--- config.mk ---
export PLATFORM = sky130hd
export DESIGN_NAME = ps2_scancode_to_key_fifo
export DESIGN_NICKNAME = d
export VERILOG_FILES = /design/src/rtl/ps2k_pkg.sv /design/src/rtl/ps2k_front.sv /design/src/rtl/ps2k_opq.sv /design/src/rtl/ps2k_back.sv /design/src/rtl/ps2_scancode_to_key_fifo.sv
export SDC_FILE = /design/constraint.sdc
export NUM_CORES = 1
export LEC_CHECK = 0
export ABC_AREA = 1
export BUFFER_PORTS_ARGS = -buffer_cell sky130_fd_sc_hd__clkbuf_2
export CORE_UTILIZATION = 53
export CTS_CLUSTER_SIZE = 12
export DETAILED_ROUTE_END_ITERATION = 7
export GPL_ROUTABILITY_DRIVEN = 1
export PLACE_DENSITY = 0.79
export SKIP_CTS_REPAIR_TIMING = 1
export SLEW_MARGIN = 20
export SYNTH_ARGS = -nofsm -noshare
export SYNTH_HDL_FRONTEND = slang
export SYNTH_SLANG_ARGS = --single-unit
export TNS_END_PERCENT = 10
--- constraint.sdc ---
create_clock -name clk -period 6.6 [get_ports clk]
set_input_delay 1.32 -clock clk [delete_from_list [all_inputs] [get_ports clk]]
set_output_delay 1.32 -clock clk [all_outputs]
set_load 0.005 [all_outputs]
--- src/rtl/ps2k_pkg.sv ---
// Shared types, constants and scancode tables for the scancode-to-key FIFO.
package ps2k_pkg;

    localparam int FIFO_DEPTH = 128;
    localparam int PTR_W      = (FIFO_DEPTH > 2) ? $clog2(FIFO_DEPTH) : 1;

    localparam int OPQ_DEPTH  = 4;
    localparam int OPQ_PTR_W  = $clog2(OPQ_DEPTH);
    localparam int OPQ_CNT_W  = $clog2(OPQ_DEPTH + 1);

    localparam int NUM_KEYS   = 58;

    localparam logic [7:0] SC_EXTEND   = 8'hE0;
    localparam logic [6:0] SC_LSHIFT   = 7'h2A;
    localparam logic [6:0] SC_RSHIFT   = 7'h36;
    localparam logic [6:0] SC_CTRL     = 7'h1D;
    localparam logic [6:0] SC_CAPS     = 7'h3A;
    localparam logic [6:0] SC_UP       = 7'h48;
    localparam logic [6:0] SC_DOWN     = 7'h50;
    localparam logic [6:0] SC_LEFT     = 7'h4B;
    localparam logic [6:0] SC_RIGHT    = 7'h4D;
    localparam logic [6:0] SC_HOME     = 7'h47;
    localparam logic [6:0] SC_END      = 7'h4F;
    localparam logic [6:0] SC_DELETE   = 7'h53;
    localparam logic [6:0] SC_PGUP     = 7'h49;
    localparam logic [6:0] SC_PGDN     = 7'h51;

    localparam logic [8:0] CODE_UP     = 9'd256;
    localparam logic [8:0] CODE_DOWN   = 9'd257;
    localparam logic [8:0] CODE_LEFT   = 9'd258;
    localparam logic [8:0] CODE_RIGHT  = 9'd259;
    localparam logic [8:0] CODE_HOME   = 9'd260;
    localparam logic [8:0] CODE_END    = 9'd261;
    localparam logic [8:0] CODE_DEL    = 9'd262;
    localparam logic [8:0] CODE_PAGEUP = 9'd263;
    localparam logic [8:0] CODE_PAGEDN = 9'd264;

    localparam logic [7:0] CASE_BIT    = 8'h20;
    localparam logic [7:0] CHAR_LOW_A  = 8'h61;

    typedef enum logic {
        OP_PUSH,
        OP_POP
    } op_kind_t;

    typedef struct packed {
        op_kind_t   kind;
        logic [8:0] code;
    } key_op_t;

    localparam logic [7:0] TAB_LOWER [NUM_KEYS] = '{
        8'h00, 8'h1B, 8'h31, 8'h32, 8'h33, 8'h34, 8'h35, 8'h36, 8'h37, 8'h38,
        8'h39, 8'h30, 8'h2D, 8'h3D, 8'h08, 8'h09, 8'h71, 8'h77, 8'h65, 8'h72,
        8'h74, 8'h79, 8'h75, 8'h69, 8'h6F, 8'h70, 8'h5B, 8'h5D, 8'h0A, 8'h00,
        8'h61, 8'h73, 8'h64, 8'h66, 8'h67, 8'h68, 8'h6A, 8'h6B, 8'h6C, 8'h3B,
        8'h27, 8'h60, 8'h00, 8'h5C, 8'h7A, 8'h78, 8'h63, 8'h76, 8'h62, 8'h6E,
        8'h6D, 8'h2C, 8'h2E, 8'h2F, 8'h00, 8'h2A, 8'h00, 8'h20
    };

    localparam logic [7:0] TAB_UPPER [NUM_KEYS] = '{
        8'h00, 8'h1B, 8'h21, 8'h40, 8'h23, 8'h24, 8'h25, 8'h5E, 8'h26, 8'h2A,
        8'h28, 8'h29, 8'h5F, 8'h2B, 8'h08, 8'h09, 8'h51, 8'h57, 8'h45, 8'h52,
        8'h54, 8'h59, 8'h55, 8'h49, 8'h4F, 8'h50, 8'h7B, 8'h7D, 8'h0A, 8'h00,
        8'h41, 8'h53, 8'h44, 8'h46, 8'h47, 8'h48, 8'h4A, 8'h4B, 8'h4C, 8'h3A,
        8'h22, 8'h7E, 8'h00, 8'h7C, 8'h5A, 8'h58, 8'h43, 8'h56, 8'h42, 8'h4E,
        8'h4D, 8'h3C, 8'h3E, 8'h3F, 8'h00, 8'h2A, 8'h00, 8'h20
    };

    function automatic logic is_alpha_char(input logic [7:0] c);
        is_alpha_char = ((c >= 8'h61) && (c <= 8'h7A)) || ((c >= 8'h41) && (c <= 8'h5A));
    endfunction

endpackage

--- src/rtl/ps2k_front.sv ---
// Front end: accepts transactions, tracks modifier state and decodes scancodes into ops.
module ps2k_front (
    input  logic              clk,
    input  logic              rst_n,
    input  logic              s_tvalid,
    output logic              s_tready,
    input  logic [7:0]        s_tdata,
    input  logic [0:0]        s_tuser,
    input  logic              opq_full,
    output logic              op_valid,
    output ps2k_pkg::key_op_t op_data
);
    import ps2k_pkg::*;

    logic       shift_reg, shift_next;
    logic       ctrl_reg, ctrl_next;
    logic       caps_reg, caps_next;
    logic       ext_reg, ext_next;
    logic       accept;
    logic       push;
    logic [8:0] push_code;
    logic       rel;
    logic [6:0] k;
    logic [7:0] c;

    assign s_tready = !opq_full;
    assign accept   = s_tvalid && s_tready;
    assign rel      = s_tdata[7];
    assign k        = s_tdata[6:0];

    always_comb
    begin
        shift_next = shift_reg;
        ctrl_next  = ctrl_reg;
        caps_next  = caps_reg;
        ext_next   = ext_reg;
        push       = 1'b0;
        push_code  = '0;
        c          = '0;
        if (s_tdata == SC_EXTEND)
        begin
            ext_next = 1'b1;
        end
        else if (ext_reg)
        begin
            ext_next = 1'b0;
            if (k == SC_CTRL)
            begin
                ctrl_next = !rel;
            end
            else if (!rel)
            begin
                push = 1'b1;
                case (k)
                    SC_UP:     push_code = CODE_UP;
                    SC_DOWN:   push_code = CODE_DOWN;
                    SC_LEFT:   push_code = CODE_LEFT;
                    SC_RIGHT:  push_code = CODE_RIGHT;
                    SC_HOME:   push_code = CODE_HOME;
                    SC_END:    push_code = CODE_END;
                    SC_DELETE: push_code = CODE_DEL;
                    SC_PGUP:   push_code = CODE_PAGEUP;
                    SC_PGDN:   push_code = CODE_PAGEDN;
                    default:   push      = 1'b0;
                endcase
            end
        end
        else if ((k == SC_LSHIFT) || (k == SC_RSHIFT))
        begin
            shift_next = !rel;
        end
        else if (k == SC_CTRL)
        begin
            ctrl_next = !rel;
        end
        else if (k == SC_CAPS)
        begin
            if (!rel)
            begin
                caps_next = !caps_reg;
            end
        end
        else if (!rel && (k < 7'(NUM_KEYS)))
        begin
            c = shift_reg ? TAB_UPPER[k[5:0]] : TAB_LOWER[k[5:0]];
            if (caps_reg && is_alpha_char(c))
            begin
                c = c ^ CASE_BIT;
            end
            if (ctrl_reg && is_alpha_char(c))
            begin
                c = (c | CASE_BIT) - CHAR_LOW_A + 8'd1;
            end
            push      = (c != 8'h00);
            push_code = {1'b0, c};
        end
    end

    always_comb
    begin
        op_valid     = 1'b0;
        op_data.kind = OP_PUSH;
        op_data.code = push_code;
        if (accept)
        begin
            if (s_tuser[0])
            begin
                op_valid     = 1'b1;
                op_data.kind = OP_POP;
            end
            else
            begin
                op_valid = push;
            end
        end
    end

    always_ff @(posedge clk or negedge rst_n)
    begin
        if (!rst_n)
        begin
            shift_reg <= 1'b0;
            ctrl_reg  <= 1'b0;
            caps_reg  <= 1'b0;
            ext_reg   <= 1'b0;
        end
        else if (accept && !s_tuser[0])
        begin
            shift_reg <= shift_next;
            ctrl_reg  <= ctrl_next;
            caps_reg  <= caps_next;
            ext_reg   <= ext_next;
        end
    end

endmodule

--- src/rtl/ps2k_opq.sv ---
// Short op queue between the decoder front end and the key FIFO back end.
module ps2k_opq (
    input  logic              clk,
    input  logic              rst_n,
    input  logic              wr_valid,
    input  ps2k_pkg::key_op_t wr_data,
    output logic              full,
    output logic              rd_valid,
    output ps2k_pkg::key_op_t rd_data,
    input  logic              rd_take
);
    import ps2k_pkg::*;

    key_op_t              entry_reg [OPQ_DEPTH];
    logic [OPQ_PTR_W-1:0] wr_ptr_reg, wr_ptr_next;
    logic [OPQ_PTR_W-1:0] rd_ptr_reg, rd_ptr_next;
    logic [OPQ_CNT_W-1:0] count_reg, count_next;
    logic                 do_wr;
    logic                 do_rd;

    assign full     = (count_reg == OPQ_CNT_W'(OPQ_DEPTH));
    assign rd_valid = (count_reg != '0);
    assign rd_data  = entry_reg[rd_ptr_reg];
    assign do_wr    = wr_valid && !full;
    assign do_rd    = rd_take && rd_valid;

    always_comb
    begin
        wr_ptr_next = wr_ptr_reg;
        rd_ptr_next = rd_ptr_reg;
        count_next  = count_reg;
        if (do_wr)
        begin
            wr_ptr_next = (wr_ptr_reg == OPQ_PTR_W'(OPQ_DEPTH - 1)) ? '0 : wr_ptr_reg + 1'b1;
        end
        if (do_rd)
        begin
            rd_ptr_next = (rd_ptr_reg == OPQ_PTR_W'(OPQ_DEPTH - 1)) ? '0 : rd_ptr_reg + 1'b1;
        end
        if (do_wr && !do_rd)
        begin
            count_next = count_reg + 1'b1;
        end
        else if (!do_wr && do_rd)
        begin
            count_next = count_reg - 1'b1;
        end
    end

    always_ff @(posedge clk or negedge rst_n)
    begin
        if (!rst_n)
        begin
            wr_ptr_reg <= '0;
            rd_ptr_reg <= '0;
            count_reg  <= '0;
        end
        else
        begin
            wr_ptr_reg <= wr_ptr_next;
            rd_ptr_reg <= rd_ptr_next;
            count_reg  <= count_next;
        end
    end

    always_ff @(posedge clk)
    begin
        if (do_wr)
        begin
            entry_reg[wr_ptr_reg] <= wr_data;
        end
    end

endmodule

--- src/rtl/ps2k_back.sv ---
// Back end: key FIFO memory with pointers and the registered result stage.
module ps2k_back (
    input  logic              clk,
    input  logic              rst_n,
    input  logic              op_valid,
    input  ps2k_pkg::key_op_t op_data,
    output logic              op_take,
    output logic              m_tvalid,
    input  logic              m_tready,
    output logic [15:0]       m_tdata,
    output logic [0:0]        m_tuser
);
    import ps2k_pkg::*;

    logic [8:0]       key_store [FIFO_DEPTH];
    logic [PTR_W-1:0] wr_ptr_reg, wr_ptr_next;
    logic [PTR_W-1:0] rd_ptr_reg, rd_ptr_next;
    logic [PTR_W-1:0] wr_ptr_inc;
    logic [PTR_W-1:0] rd_ptr_inc;
    logic             out_valid_reg, out_valid_next;
    logic             out_hit_reg, out_hit_next;
    logic [8:0]       rdata_reg;
    logic             is_pop;
    logic             do_push;
    logic             do_pop;
    logic             fifo_empty;

    assign wr_ptr_inc = (wr_ptr_reg == PTR_W'(FIFO_DEPTH - 1)) ? '0 : wr_ptr_reg + 1'b1;
    assign rd_ptr_inc = (rd_ptr_reg == PTR_W'(FIFO_DEPTH - 1)) ? '0 : rd_ptr_reg + 1'b1;
    assign fifo_empty = (rd_ptr_reg == wr_ptr_reg);
    assign is_pop     = (op_data.kind == OP_POP);
    assign op_take    = op_valid && (!is_pop || !out_valid_reg || m_tready);
    assign do_push    = op_take && !is_pop && (wr_ptr_inc != rd_ptr_reg);
    assign do_pop     = op_take && is_pop && !fifo_empty;

    always_comb
    begin
        wr_ptr_next    = do_push ? wr_ptr_inc : wr_ptr_reg;
        rd_ptr_next    = do_pop ? rd_ptr_inc : rd_ptr_reg;
        out_valid_next = out_valid_reg;
        out_hit_next   = out_hit_reg;
        if (op_take && is_pop)
        begin
            out_valid_next = 1'b1;
            out_hit_next   = !fifo_empty;
        end
        else if (m_tready)
        begin
            out_valid_next = 1'b0;
        end
    end

    always_ff @(posedge clk or negedge rst_n)
    begin
        if (!rst_n)
        begin
            wr_ptr_reg    <= '0;
            rd_ptr_reg    <= '0;
            out_valid_reg <= 1'b0;
            out_hit_reg   <= 1'b0;
        end
        else
        begin
            wr_ptr_reg    <= wr_ptr_next;
            rd_ptr_reg    <= rd_ptr_next;
            out_valid_reg <= out_valid_next;
            out_hit_reg   <= out_hit_next;
        end
    end

    always_ff @(posedge clk)
    begin
        if (do_push)
        begin
            key_store[wr_ptr_reg] <= op_data.code;
        end
        if (do_pop)
        begin
            rdata_reg <= key_store[rd_ptr_reg];
        end
    end

    assign m_tvalid = out_valid_reg;
    assign m_tuser  = out_hit_reg;
    assign m_tdata  = {7'd0, (out_hit_reg ? rdata_reg : 9'd0)};

endmodule

--- src/rtl/ps2_scancode_to_key_fifo.sv ---
// Top level of the scancode set 1 decoder with its key FIFO.
//
//   Channel | Direction | tdata                 | tuser
//   s_      | in        | [7:0] scan_byte       | [0] cmd (0 byte, 1 read key)
//   m_      | out       | [8:0] key_code, zeros | [0] key_valid
//
// One input transaction is accepted every cycle while the op queue has room.
// A read's result passes the op queue entry and then the registered read of the
// key memory before it is offered. Reset clears the modifier flags, the op
// queue and the FIFO pointers; the key memory itself is not cleared. A stalled
// output holds its result and the next read waits at the head of the op queue,
// while the rest of the four-entry op queue fills behind it.
module ps2_scancode_to_key_fifo (
    input  logic        clk,
    input  logic        rst_n,
    input  logic        s_tvalid,
    output logic        s_tready,
    input  logic [7:0]  s_tdata,   // [7:0] scan_byte
    input  logic [0:0]  s_tuser,   // [0] cmd
    output logic        m_tvalid,
    input  logic        m_tready,
    output logic [15:0] m_tdata,   // [8:0] key_code, [15:9] zero
    output logic [0:0]  m_tuser    // [0] key_valid
);
    import ps2k_pkg::*;

    logic    fe_valid;
    key_op_t fe_op;
    logic    q_full;
    logic    q_valid;
    key_op_t q_op;
    logic    q_take;

    ps2k_front u_front (
        .clk      (clk),
        .rst_n    (rst_n),
        .s_tvalid (s_tvalid),
        .s_tready (s_tready),
        .s_tdata  (s_tdata),
        .s_tuser  (s_tuser),
        .opq_full (q_full),
        .op_valid (fe_valid),
        .op_data  (fe_op)
    );

    ps2k_opq u_opq (
        .clk      (clk),
        .rst_n    (rst_n),
        .wr_valid (fe_valid),
        .wr_data  (fe_op),
        .full     (q_full),
        .rd_valid (q_valid),
        .rd_data  (q_op),
        .rd_take  (q_take)
    );

    ps2k_back u_back (
        .clk      (clk),
        .rst_n    (rst_n),
        .op_valid (q_valid),
        .op_data  (q_op),
        .op_take  (q_take),
        .m_tvalid (m_tvalid),
        .m_tready (m_tready),
        .m_tdata  (m_tdata),
        .m_tuser  (m_tuser)
    );

endmodule

== Yosys cells after proc, flatten, opt, wreduce, memory -nomap -nowiden ==
Memory sizes are Yosys's and may differ from the RTL's. A register that Yosys moved wholly into a read port is not among the register bits.
Cells that the tools add are included.
Cells by class
  eq/ne operators: 22
  multiplexer cells: 58
  bitwise gates (word level): 7
  add/subtract/negate cells: 8
  reduce and logical (&&, ||, !) cells: 40
  $lt $le $gt $ge: 10
Operator list (number)
  $mux 8: 19
  $pmux 9 s9: 1
  $eq 7x7->1 const B: 11
  $mux 9: 8
  $ge 8x7->1 const B: 4
  $le 8x7->1 const B: 4
  $mux 1: 23
  $eq 7x6->1 const B: 3
  $logic_and 1x1->1: 18
  $add 7x1->7 const B: 2
  $mux 7: 2
  $logic_not 1->1: 9
  $reduce_or 9->1: 1
  $add 8x1->8 const B: 1
  $eq 8x8->1 const B: 1
  $reduce_bool 8->1: 1
  $sub 8x7->8 const B: 1
  $eq 7x5->1 const B: 1
  $eq 7x7->1: 1
  $ge 7x7->1 const B: 1
  $lt 7x6->1 const B: 1
  $ne 7x7->1: 1
  $not 6->7: 1
  $reduce_and 7->1: 1
  other kinds (15): 29
Storage, ports and cells
  ROM bits: 1024
  logic and storage cells: 160
  flip-flop bits (word level): 27
  RAM bits: 1192
  output and inout bits: 19
  memories kept: 4
  input port bits: 13
Memory list
  u_back.key_store: words 128, bits a word 9, read ports 1, clocked after Yosys merged registers in 1, wr ports 1, RTL line ps2k_back.sv:15  | logic [8:0] key_store [FIFO_DEPTH];
  (no name shown): words 64, bits a word 8, read ports 1, clocked after Yosys merged registers in 0, wr ports 0, RTL line ps2k_front.sv:85  | c = shift_reg ? TAB_UPPER[k[5:0]] : TAB_LOWER[k[5:0]];
  (no name shown): words 64, bits a word 8, read ports 1, clocked after Yosys merged registers in 0, wr ports 0, RTL line ps2k_front.sv:85
  u_opq.entry_reg: words 4, bits a word 10, read ports 1, clocked after Yosys merged registers in 0, wr ports 1, RTL line ps2k_opq.sv:14  | key_op_t entry_reg [OPQ_DEPTH];

== Longest topological paths before layout ==
  depth in word-level cells: 41
  gate-level depth with buffers: 29

== Cells and area by module ==
From an unflattened synthesis, not the netlist that was laid out.
Second synthesis, totals
  cells, all modules: 5332
  area, all modules: 54160.7 um2
Modules (own cells, without submodules)
  ps2k_back: times used 1, cells an instance 4825, area an instance 50312.0 um2
  ps2k_opq: times used 1, cells an instance 176, area an instance 2087.0 um2
  ps2k_front: times used 1, cells an instance 331, area an instance 1761.7 um2

== Worst setup path before layout ==
OpenSTA, ideal clock, no wires.
  path type: reg-to-reg
  start: reg u_opq.rd_ptr_reg[0]
  end: mem u_back.key_store[0][0] (data pin)
  stages on the path, launching flop included: 5
  slack: 1220 ps
  clock period less this slack: 5380 ps
  arrival: 4483 ps
  data required time: 5703 ps
  path buffers: 2
  cell sequence: dfrtp_1 -> clkbuf_1 -> clkbuf_1 -> nor2_1 -> o22ai_1
RTL lines
  start, declared: RTL line ps2k_opq.sv:16  | logic [OPQ_PTR_W-1:0] rd_ptr_reg, rd_ptr_next;
  start signal, assigned: RTL line ps2k_opq.sv:61  | rd_ptr_reg <= rd_ptr_next;
  end, declared: RTL line ps2k_back.sv:15

== Final worst setup path ==
  start: reg u_back.rd_ptr_reg[0]
  end: reg u_back.rdata_reg[6], read port of u_back.key_store (data pin)
Between the ends
  word-level cells in the longest chain between the ends: 3
RTL lines
  start, declared: RTL line ps2k_back.sv:17  | logic [PTR_W-1:0] rd_ptr_reg, rd_ptr_next;
  start signal, assigned: RTL line ps2k_back.sv:65  | rd_ptr_reg <= rd_ptr_next;
  $eq 7x7->1: RTL line ps2k_back.sv:30  | assign fifo_empty = (rd_ptr_reg == wr_ptr_reg);
  $logic_not 1->1: RTL line ps2k_back.sv:34  | assign do_pop = op_take && is_pop && !fifo_empty;
  $logic_and 1x1->1: RTL line ps2k_back.sv:34
  end, declared: RTL line ps2k_back.sv:22  | logic [8:0] rdata_reg;
Several ways; a longest one is shown, not always the timed one.
A chain may end at the register's enable or synchronous reset.

==> out/qor.csv <==
metric,value,unit
cts.sinks,1228,
grt_use_total,26.40,%
setup-tns-final,0,ns
ys.flop_type,edfxtp_1,
synth_top_family_by_area,compound AO/OA/AOI/OAI gates,
place_inst,5102,
fin_nets,4002,
skew,0.04131,ns
muxShareOfSynthArea,0.02242,%
finalHoldViolCount,0,
period_needed,4.928,ns
grt_antenna_before_repair,1,
synth_top_area_share,71.81,%
htreeDepth,3,
tritoncts,done,
seq_area_frac_synth,73.15,%
firstDrtPassIters,6,
cts_buffer_depth,3,
hpwl,70830,um
fmax,202.9,MHz
p_total,26.06,mW
post-route-period-util,74.67,%
wl_per_cell,24.09,um
die-area,95990,um2
power_density,476.0,nW/um2
drt.antenna.violating_nets,0,
place.port_buffers,24,
path_cells,"inv_8, buf_12, buf_4, o21ai_0, o22ai_1, o221ai_1, nand3_1, nor2_1, o21ai_0, nor2_1, a31oi_1",
synth_edf_count,1201,
std_cell_rows,112,
arrival,5.47,ns
tightest_slew,1.133,ns
routed_wirelength,127500,um
largest_register_ffs,1152,
hp-class,reg -> reg,
cp-startpoint,u_back.rd_ptr_reg[0],
stdcell_count,5295,
syn_inst,4048,
drv_cap,0,
yosys.area_share.xor_xnor,0.3139,%
viasPerCell,6.320,
die_h,309.8,um
setup_viol,0,
synth_compound_area_share,12.23,%
critical_path_peak_fanout,166,
synth-seq-cells,1228,
cpPeakStageDelay,0.75,ns
r2r_start,u_back.rd_ptr_reg[0],
vias,33470,
relSlewSlack,24.21,%
drcViolationCount,0,
place.gp.congestion,0.8939,
boundaryPins,32,
synth_area_leaders,"edfxtp_1, o21ai_0, nor2_1, nand2_1, o22ai_1",
clk-insertion-delay-late,0.73,ns
synthAdderAreaFrac,0.5630,%
synth_area,50220,um2
ir_drop,0.0004721,V
p_leak,17.71,nW
worst_setup_path_start_kind,flop,
cp_slowest_cell,dfrtp_4,
min_from,u_front.caps_reg,
slew_violations,0,
synth_cell_types,49,
initial_core_util,53.65,%
outcome,"complete, no violations",
yosys.area.top_type,edfxtp_1,
n_fill_cell,7058,
drive_gt1_share,5.840,%
async_flop_share,2.199,%
path_clk_slew,0.06,ns
grt_max_degree,174,
end_kind,flop,
critical_path_class,reg -> reg,
grt-ovfl-total,0,
die_w,309.8,um
ys_warn_count,0,
grt_first_pass_wirelength,191500,um
drt_iter0_markers,4922,
crit_family,buffers and inverters,
syn_to_final_growth,9.021,%
diodes,0,
rsz0062_at_grt,false,
synthSimpleGateAreaFrac,10.67,%
path_buf_inv,3,
coreArea,93610,um2
crit_required,7.14,ns
grt_pass1_vias,31690,
cts_buffers,117,
synth_area_per_cell,12.41,um2
cts_root_buffer,clkbuf_16,
## synth_stat cells, drive strengths merged, types with 2 or more instances
cell type	count
nor4	2
edfxtp	1201
o221ai	112
clkbuf	231
inv	91
xnor2	4
nand2	339
o21ai	631
buf	50
o211a	2
ha	21
nand4	18
a31oi	20
clkinv	4
a21oi	55
nor2	823
o211ai	31
o22ai	189
xor2	14
nor3	9
nand3	151
dfrtp	27
a221oi	8
## report_power, final
part | switching, mW | total, mW | internal, mW
Sequential | 0.387 | 11.0 | 10.6
Clock | 2.77 | 6.12 | 3.35
Combinational | 6.96 | 8.98 | 2.02
Total | 10.1 | 26.1 | 15.9
## metrics by stage
stage	hold WS (ns)	setup WS, ns	area [um2]	utilization, %
2_1_floorplan	0.4457	1.220	50250	-
3_3_place_gp	0.4886	1.069	51340	54.85
3_5_place_dp	0.4946	1.062	51340	54.85
4_1_cts	0.5048	1.828	54750	58.49
5_1_grt	0.5260	1.425	54750	58.49
6_report	0.4938	1.672	54750	58.49
## logic make-up (layout without fill, tap and decap cells)
logic type                 after synthesis  in the layout
and+or+nand+nor                       1342           1342
DFF                                   1228           1228
AOI/OAI and AO/OA                     1060           1060
buffers and inverters                  376            363
muxes                                    1              1
adders and majority gates               22             22
other                                    1              7
xor gates and xnor gates                18             18
## layer usage
metal  GRT usage, %  part of all wire, %  vias up
li1               -                    -    14730
met1          35.93                   37    16190
met3          5.520                   12      320
met2          41.94                   47     2225
met4          10.21                  3.8        2
met5              0                0.010        -
## layout by cell type, fill, tap and decap left out, types with 48 or more instances in the layout
| cell | instances |
|---|---|
| inv_1 | 85 |
| edfxtp_1 | 1201 |
| nand2_1 | 336 |
| nor2_1 | 821 |
| clkbuf_16 | 117 |
| buf_4 | 48 |
| clkbuf_1 | 57 |
| o221ai_1 | 112 |
| nand3_1 | 151 |
| o22ai_1 | 180 |
| o21ai_0 | 630 |
| a21oi_1 | 55 |
## worst paths after layout
kind                                             end  slack [ns]  cells after the start
worst max-delay path             u_back.rdata_reg[6]        1.67                     11
min in group asynchronous            u_back.m_tvalid        0.70                      1
max in group asynchronous       u_back.rd_ptr_reg[0]        5.21                      1
worst min register to register      u_front.caps_reg        0.49                      1
worst min-delay path                u_front.caps_reg        0.49                      1
worst max register to register   u_back.rdata_reg[6]        1.67                     11
## final cells by class
cell class	count	area [um2]	share of cell area, %
Sequential cell	1228	36750	67.12
Multi-Input combinational cell	2450	12110	22.12
Clock buffer	177	3183	5.813
Tap cell	1254	1569	2.866
Timing Repair Buffer	75	540.5	0.9872
Inverter	95	371.6	0.6787
Clock inverter	16	226.5	0.4136
(Power assumes the default switching activity.)
